$ cat src/hdl/srt_pkg.sv
// Package for the sorted record table: widths, status codes, record type, helpers.
// No dependencies.
package srt_pkg;
    localparam int Capacity = 8;
    localparam int IdxW = $clog2(Capacity);
    localparam int CntW = $clog2(Capacity + 1);
    localparam int StrW = 152;

    localparam logic [1:0] FUNC_LIST = 2'd0;
    localparam logic [1:0] FUNC_ADD  = 2'd1;
    localparam logic [1:0] FUNC_REM  = 2'd2;
    localparam logic [1:0] FUNC_GET  = 2'd3;

    localparam logic [3:0] ST_ADDED     = 4'd0;
    localparam logic [3:0] ST_DUP       = 4'd1;
    localparam logic [3:0] ST_FULL      = 4'd2;
    localparam logic [3:0] ST_REMOVED   = 4'd3;
    localparam logic [3:0] ST_ABSENT    = 4'd4;
    localparam logic [3:0] ST_EMPTY     = 4'd5;
    localparam logic [3:0] ST_FOUND     = 4'd6;
    localparam logic [3:0] ST_NOTFOUND  = 4'd7;
    localparam logic [3:0] ST_ENTRY     = 4'd8;
    localparam logic [3:0] ST_LISTEMPTY = 4'd9;

    typedef struct packed {
        logic signed [31:0] id;
        logic [StrW-1:0]    name;
        logic [StrW-1:0]    firm;
    } t_rec;

    // per-cell command from the controller
    typedef struct packed {
        logic          ins;     // insert at pos, shift up at and above
        logic          del;     // delete at pos, shift down above
        logic [IdxW:0] pos;
    } t_cmd;

    // clear bytes after the first zero
    function automatic logic [StrW-1:0] clean_str(input logic [StrW-1:0] s);
        logic [StrW-1:0] r;
        logic ended;
        r = '0;
        ended = 1'b0;
        for (int i = 0; i < StrW / 8; i++) begin
            if (s[i*8 +: 8] == 8'd0) ended = 1'b1;
            r[i*8 +: 8] = ended ? 8'd0 : s[i*8 +: 8];
        end
        return r;
    endfunction

    function automatic logic [StrW-1:0] fold_str(input logic [StrW-1:0] s);
        logic [StrW-1:0] r;
        r = s;
        for (int i = 0; i < StrW / 8; i++) begin
            if (s[i*8 +: 8] >= 8'h61 && s[i*8 +: 8] <= 8'h7a)
                r[i*8 +: 8] = s[i*8 +: 8] - 8'h20;
        end
        return r;
    endfunction
endpackage

$ cat src/hdl/srt_cell.sv
// One table slot: holds a record and shifts with its neighbors.
// Depends on srt_pkg.
module srt_cell (
    input  logic            i_clk,
    input  logic [srt_pkg::IdxW:0] i_idx,
    input  srt_pkg::t_cmd   i_cmd,
    input  srt_pkg::t_rec   i_new,
    input  srt_pkg::t_rec   i_below,
    input  srt_pkg::t_rec   i_above,
    input  logic [srt_pkg::StrW-1:0] i_target,
    output srt_pkg::t_rec   o_rec,
    output logic            o_match,
    output logic            o_less,
    output logic            o_equal,
    input  logic signed [31:0] i_key
);
    srt_pkg::t_rec r_rec;
    assign o_rec = r_rec;

    // compare flags; only meaningful for occupied slots
    assign o_match = (srt_pkg::fold_str(r_rec.name) == i_target);
    assign o_less  = (r_rec.id < i_key);
    assign o_equal = (r_rec.id == i_key);

    always_ff @(posedge i_clk) begin
        if (i_cmd.ins) begin
            if (i_idx == i_cmd.pos) r_rec <= i_new;
            else if (i_idx > i_cmd.pos) r_rec <= i_below;
        end else if (i_cmd.del) begin
            if (i_idx >= i_cmd.pos) r_rec <= i_above;
        end
    end
endmodule

$ cat config.mk
export PLATFORM = sky130hd
export DESIGN_NAME = srt_cell
export DESIGN_NICKNAME = d
export VERILOG_FILES = /design/src/hdl/srt_pkg.sv /design/src/hdl/srt_cell.sv
export SDC_FILE = /design/constraint.sdc
export NUM_CORES = 1
export LEC_CHECK = 0
export BUFFER_PORTS_ARGS = -buffer_cell sky130_fd_sc_hd__clkbuf_2
export CORE_AREA = 2 2 609 611
export DETAILED_ROUTE_END_ITERATION = 16
export DIE_AREA = 0 0 611 613
export PLACE_DENSITY = 0.3
export SYNTH_ARGS = -nofsm -noshare
export SYNTH_HDL_FRONTEND = slang
export SYNTH_SLANG_ARGS = --single-unit
$ cat constraint.sdc
create_clock -name i_clk -period 9.25 [get_ports i_clk]
set_clock_uncertainty 0.15 [all_clocks]
set_input_delay 0 -clock i_clk [delete_from_list [all_inputs] [get_ports i_clk]]
set_output_delay 0 -clock i_clk [all_outputs]
set_load 0.1 [all_outputs]
Word-level counts from Yosys, hierarchy flattened
Cells that the tools add are included.
{"block": "totals", "ff_bits": 336, "latch_bits": 0, "mem_bits_rw": 0, "rom_bits": 0, "in_bits": 1203, "elab_cells": 113, "n_memories": 0}
{"block": "classes", "n_addsub": 19, "mul": 0, "div": 0, "order_cmp": 41, "eq_ne": 4, "shifts": 0, "mux": 24, "bitwise_logic": 0, "reduce_logical": 22}
{"cell": "$mux 336", "n": 5}
{"cell": "$eq 152x152->1", "n": 1}
{"cell": "$ge 8x7->1 const B", "n": 19}
{"cell": "$le 8x7->1 const B", "n": 19}
{"cell": "$mux 8", "n": 19}
{"cell": "$sub 8x6->8 const B", "n": 19}
{"cell": "$eq 32x32->1", "n": 1}
{"cell": "$lt 32x32->1", "n": 1}
{"cell": "$logic_and 1x1->1", "n": 19}
{"cell": "$eq 4x4->1", "n": 1}
{"cell": "$ge 4x4->1", "n": 1}
{"cell": "$gt 4x4->1", "n": 1}
{"cell": "$reduce_bool 2->1", "n": 2}
{"cell": "$ne 3x1->1 const B", "n": 1}
{"cell": "$reduce_and 3->1", "n": 1}

Longest topological paths before layout
{"block": "depth", "depth_word": 4, "mapped_depth": 10}

Least setup slack after synthesis
OpenSTA, ideal clock, no wires.
{"block": "synth_path", "path_type": "in2reg", "startpoint": "in i_cmd[5] (netlist bit)", "endpoint": "reg r_rec (netlist bit o_rec[0]) (enable)", "setup_time_ns": 0.760, "arrival_time_ns": 8.821, "required_time_ns": 8.340, "path_slack_ns": -0.481, "cell_stages": 4, "path_buffers": 3, "path_cell_list": "clkbuf_1 clkbuf_1 clkbuf_1 o32a_1"}
{"block": "synth_between", "elab_chain_len": 2}
{"item": "start, declared", "line_no": "srt_cell.sv:6", "text": "input srt_pkg::t_cmd i_cmd,"}
{"item": "$ne 3x1->1 (no line) or $reduce_bool 2->1 (tied branches)"}
{"item": "$reduce_and 3->1 (no line) (*)"}
{"item": "end signal, assigned", "line_no": "srt_cell.sv:27", "text": "if (i_idx == i_cmd.pos) r_rec <= i_new;"}
{"item": "end signal, assigned", "line_no": "srt_cell.sv:28", "text": "else if (i_idx > i_cmd.pos) r_rec <= i_below;"}
{"item": "end signal, assigned", "line_no": "srt_cell.sv:30", "text": "if (i_idx >= i_cmd.pos) r_rec <= i_above;"}
{"item": "end, declared", "line_no": "srt_cell.sv:17", "text": "srt_pkg::t_rec r_rec;"}
Mark *: on every way between the ends. The rest lies on a longest branch, timed or not.
A chain may end at the register's enable or synchronous reset.

Final worst setup path
{"block": "layout_path", "startpoint": "reg r_rec (netlist bit o_rec[278])", "endpoint": "out o_match"}
{"block": "layout_between", "elab_chain_len": 4}
{"item": "$ge 8x7->1 or $le 8x7->1 (tied branches)", "line_no": "srt_pkg.sv:55", "text": "if (s[i*8 +: 8] >= 8'h61 && s[i*8 +: 8] <= 8'h7a)"}
{"item": "$logic_and 1x1->1", "line_no": "srt_pkg.sv:55"}
{"item": "$mux 8 (*)", "line_no": "srt_pkg.sv:55"}
{"item": "$eq 152x152->1 (*)", "line_no": "srt_cell.sv:21", "text": "assign o_match = (srt_pkg::fold_str(r_rec.name) == i_target);"}
{"item": "end, declared", "line_no": "srt_cell.sv:12", "text": "output logic o_match,"}
Marks and branches as above.

==> results.rst <==
.. list-table::
   :header-rows: 1

   * - Metric
     - Value
   * - Post-CTS Setup Bufs
     - 0
   * - Total detailed-routing wirelength
     - 300,100 µm
   * - Delay of the slowest cell on the worst path
     - ~900 ps
   * - Cell Pwr Density
     - 188.2 nW/µm²
   * - Slew at the pin closest to its max-slew limit
     - approximately 1300 ps
   * - Cell repeated most along the worst path
     - sky130_fd_sc_hd__and4_1
   * - Required time at the endpoint of the critical path
     - around 9100 ps
   * - Maximum number of pins on one net before global-route repair
     - 112
   * - Average wire length per cell after detail routing
     - 30.22 µm
   * - Final min period
     - ~4800 ps
   * - Share of total power in combinational logic
     - 0.479
   * - Cell at the root of the clock tree
     - sky130_fd_sc_hd__clkbuf_16
   * - Maximum capacitance violations
     - 0
   * - Vertical die dimension
     - 613 µm
   * - CTS tree
     - done
   * - First-pass GRT wire length
     - 365,500 µm
   * - WP data arrival
     - 4670 ps
   * - Unique cell type count in the Yosys netlist
     - 66
   * - Total length of routed met3 wires
     - 19,810 µm
   * - Number of instances resized during post-cts repair
     - 0
   * - Path type of the worst setup path
     - flip-flop to primary output
   * - Flops & latches, synth
     - between 300 and 400
   * - DR WL met2
     - 160,600 µm
   * - Half-perimeter wire length after placement
     - ~270,000 µm
   * - Share of final-layout standard cells stronger than drive strength 1
     - 0.3387
   * - Count of TritonRoute iterations in the first routing pass
     - 6
   * - Iter 0 DRT Violations
     - 2,057
   * - Cts-stage hold buffer count
     - 1,036
   * - Switching portion of total power
     - 0.5122
   * - Starting density of the core
     - 0.05721
   * - Number of levels in the clock H-tree
     - 2
   * - Mean instance size in the synthesized netlist
     - 8.486 µm²
   * - Non-filler instance count after layout
     - 9,930
   * - Critical path cell sequence
     - inv_1 -> or3_1 -> nor3_1 -> mux2i_1 -> o2111ai_1 -> nor4_1 -> and4_1 -> and4_1 -> clkbuf_2
   * - Initial antenna violation count
     - 214
   * - Power Internal
     - 4321 µW
   * - Sink count of the clock tree
     - about 340
   * - Setup crit start kind
     - flip-flop
   * - Sequential-to-total area share from yosys stat
     - 0.4796
   * - Global router's overall resource usage
     - 0.1533
   * - EDFF count, synth
     - 336
   * - Vias
     - 31,300
   * - Maximum frequency from static timing analysis
     - between 0.2 and 0.25 GHz
   * - Static leakage
     - 0.01961 µW
   * - Clock network fraction of design power
     - 0.264
   * - Total global routing overflow
     - 0
   * - Synthesized instance count
     - 2,479
   * - Layout-stage area growth over the synthesis result
     - 123.8%
   * - Cells after DPL
     - 8,762
   * - Total I/O pin count
     - 1,542
   * - Synth warnings
     - 0
   * - CP max stage cell
     - sky130_fd_sc_hd__mux2i_1
   * - Floorplan Core Area
     - 367,700 µm²
   * - Status
     - complete, no violations
   * - Peak ir drop on the vdd network
     - 0.1520 mV
   * - Cell row count
     - 223
   * - Post-route fraction of the period consumed by the critical path
     - 0.5207
   * - Final cell area excluding filler cells
     - 47,070 µm²
   * - Unrepaired setup endpoints after global routing
     - no
   * - Max-slew violation total from the final report
     - 0
   * - Via count of the first global-routing pass
     - roughly 32,000
   * - Global placer's final weighted congestion
     - 0.9285
   * - Highest-count cells in the layout ignoring fill and taps
     - sky130_fd_sc_hd__clkbuf_2 (1,540), sky130_fd_sc_hd__dlygate4sd3_1 (1,036), sky130_fd_sc_hd__nand2_1 (715)
   * - Top_reg_cell synth
     - sky130_fd_sc_hd__edfxtp_1
   * - Net count reported at finish
     - 6,278
   * - Die Footprint
     - 374,500 µm²
   * - Port Buffer Count
     - 1,541
   * - Final setup fails
     - 0
   * - Detailed-route vias per instance
     - 3.152
   * - DRT antenna net count
     - 0
   * - Sequential share of power
     - 0.257
   * - Residual DRC count
     - 0
   * - Setup_tns
     - 0 ps
   * - CP Capture Type
     - primary output
   * - Maximum count of clock buffers along a single path
     - 3
   * - Ys async rst share
     - 0
   * - Post-Synthesis Net Count
     - 3,737
   * - Maximum fanout encountered on the critical timing path
     - 3
   * - Placed instance area
     - 34,730 µm²
   * - Clk pin slew, worst setup/hold paths
     - approximately 80 ps
   * - Commonest non-fill, non-tap cell in the layout
     - sky130_fd_sc_hd__clkbuf_2
   * - Slew Limit Headroom
     - 0.09791
   * - Number of flip-flops under the largest register name
     - about 340
   * - Met1 wire length
     - 108,800 µm
   * - Switching Power
     - 4537 µW
   * - Cell Area, Synth
     - 21,040 µm²
   * - Horizontal die dimension
     - just over 600 µm
   * - Top Metal Used
     - met5
   * - Class of the tightest hold or removal check
     - input pin to flip-flop
   * - Clock buffer count from CTS
     - 57
   * - Fin. Hold Viols
     - 0
-- synthesized netlist by cell type (4+ instances only) --
master / instances / area share
sky130_fd_sc_hd__a2bb2oi_1: 5 / 0.0021
sky130_fd_sc_hd__a21oi_1: 37 / 0.0088
sky130_fd_sc_hd__nor4_2: 4 / 0.0024
sky130_fd_sc_hd__o2111ai_1: 10 / 0.0042
sky130_fd_sc_hd__nand4_1: 18 / 0.0054
sky130_fd_sc_hd__nor2b_1: 13 / 0.0039
sky130_fd_sc_hd__edfxtp_1: 336 / 0.48
sky130_fd_sc_hd__nor2_1: 373 / 0.067
sky130_fd_sc_hd__nor4_1: 28 / 0.0083
sky130_fd_sc_hd__inv_1: 83 / 0.015
sky130_fd_sc_hd__or3_1: 6 / 0.0018
sky130_fd_sc_hd__mux2_2: 4 / 0.0021
sky130_fd_sc_hd__ha_1: 55 / 0.033
sky130_fd_sc_hd__nand2_1: 715 / 0.13
sky130_fd_sc_hd__a31oi_1: 341 / 0.10
sky130_fd_sc_hd__xor2_1: 82 / 0.034
sky130_fd_sc_hd__buf_1: 6 / 0.0011
sky130_fd_sc_hd__a21o_1: 10 / 0.0036
sky130_fd_sc_hd__xnor2_1: 60 / 0.025
sky130_fd_sc_hd__clkbuf_1: 143 / 0.026
sky130_fd_sc_hd__o2bb2ai_1: 7 / 0.0029
sky130_fd_sc_hd__nand3_1: 18 / 0.0043
sky130_fd_sc_hd__a2111oi_0: 4 / 0.0017
sky130_fd_sc_hd__and3_1: 5 / 0.0015
sky130_fd_sc_hd__o31ai_1: 4 / 0.0014
sky130_fd_sc_hd__o21ai_0: 16 / 0.0038
sky130_fd_sc_hd__nor3_1: 29 / 0.0069
sky130_fd_sc_hd__nand2b_1: 8 / 0.0024
-- per-layer routing --
metal,global-route usage,up-vias
li1,-,13880
met1,0.1623,15270
met2,0.2947,1535
met3,0.04005,522
met4,0.04241,84
met5,0,-
-- power by group through the flow --
stage               Sequential, µW  Clock (µW)  Combinational (µW)
CTS                           2290        2480                4340
global route                  2310        2490                4420
global placement              2310           0                3900
detailed placement            2320           0                3870
finish                        2280        2340                4240
floorplan                     3900           0                 605
-- critical path: cells and delay by family (launching register included) --
kind            cells  cell delay (ps)
simple gates        5             1620
buf+inv             2              690
compound gates      1              290
mux                 1              900
flops               1              400
-- kinds of logic after synthesis --
group	count (synthesis)	synth area share
and+or+nand+nor	1235	0.2377
muxes	7	0.003568
DFF	336	0.4796
AOI/OAI and AO/OA	471	0.1458
adders and majority gates	55	0.03271
xor gates and xnor gates	142	0.05912
buffers and inverters	233	0.04157
-- cell type report --
class	instances	area (µm²)
repair buffers	2631	18510
clock buffers	64	1453
diodes	26	65.06
fillers	42660	320700
multi-input cells	1910	10130
flip-flops and latches	336	10090
inverters	84	315.3
well taps	4837	6052
clock inverters	42	455.4
-- through the flow --
step	worst slack (ps)	total power, µW	hold slack (ps)	utilization
2_1_floorplan	3647	4506	99.30	-
5_1_grt	4274	9216	30.55	0.1279
3_3_place_gp	4125	6208	195.4	0.09437
3_5_place_dp	5164	6190	206.5	0.09444
4_1_cts	4282	9112	0.3593	0.1278
6_report	4434	8858	24.14	0.1280
-- worst paths after layout --
kind,startpoint,end,cells past startpoint
max,o_rec[278],o_match,9
min,i_cmd[5],o_rec[329],2
Power figures use the tool's default switching activity.
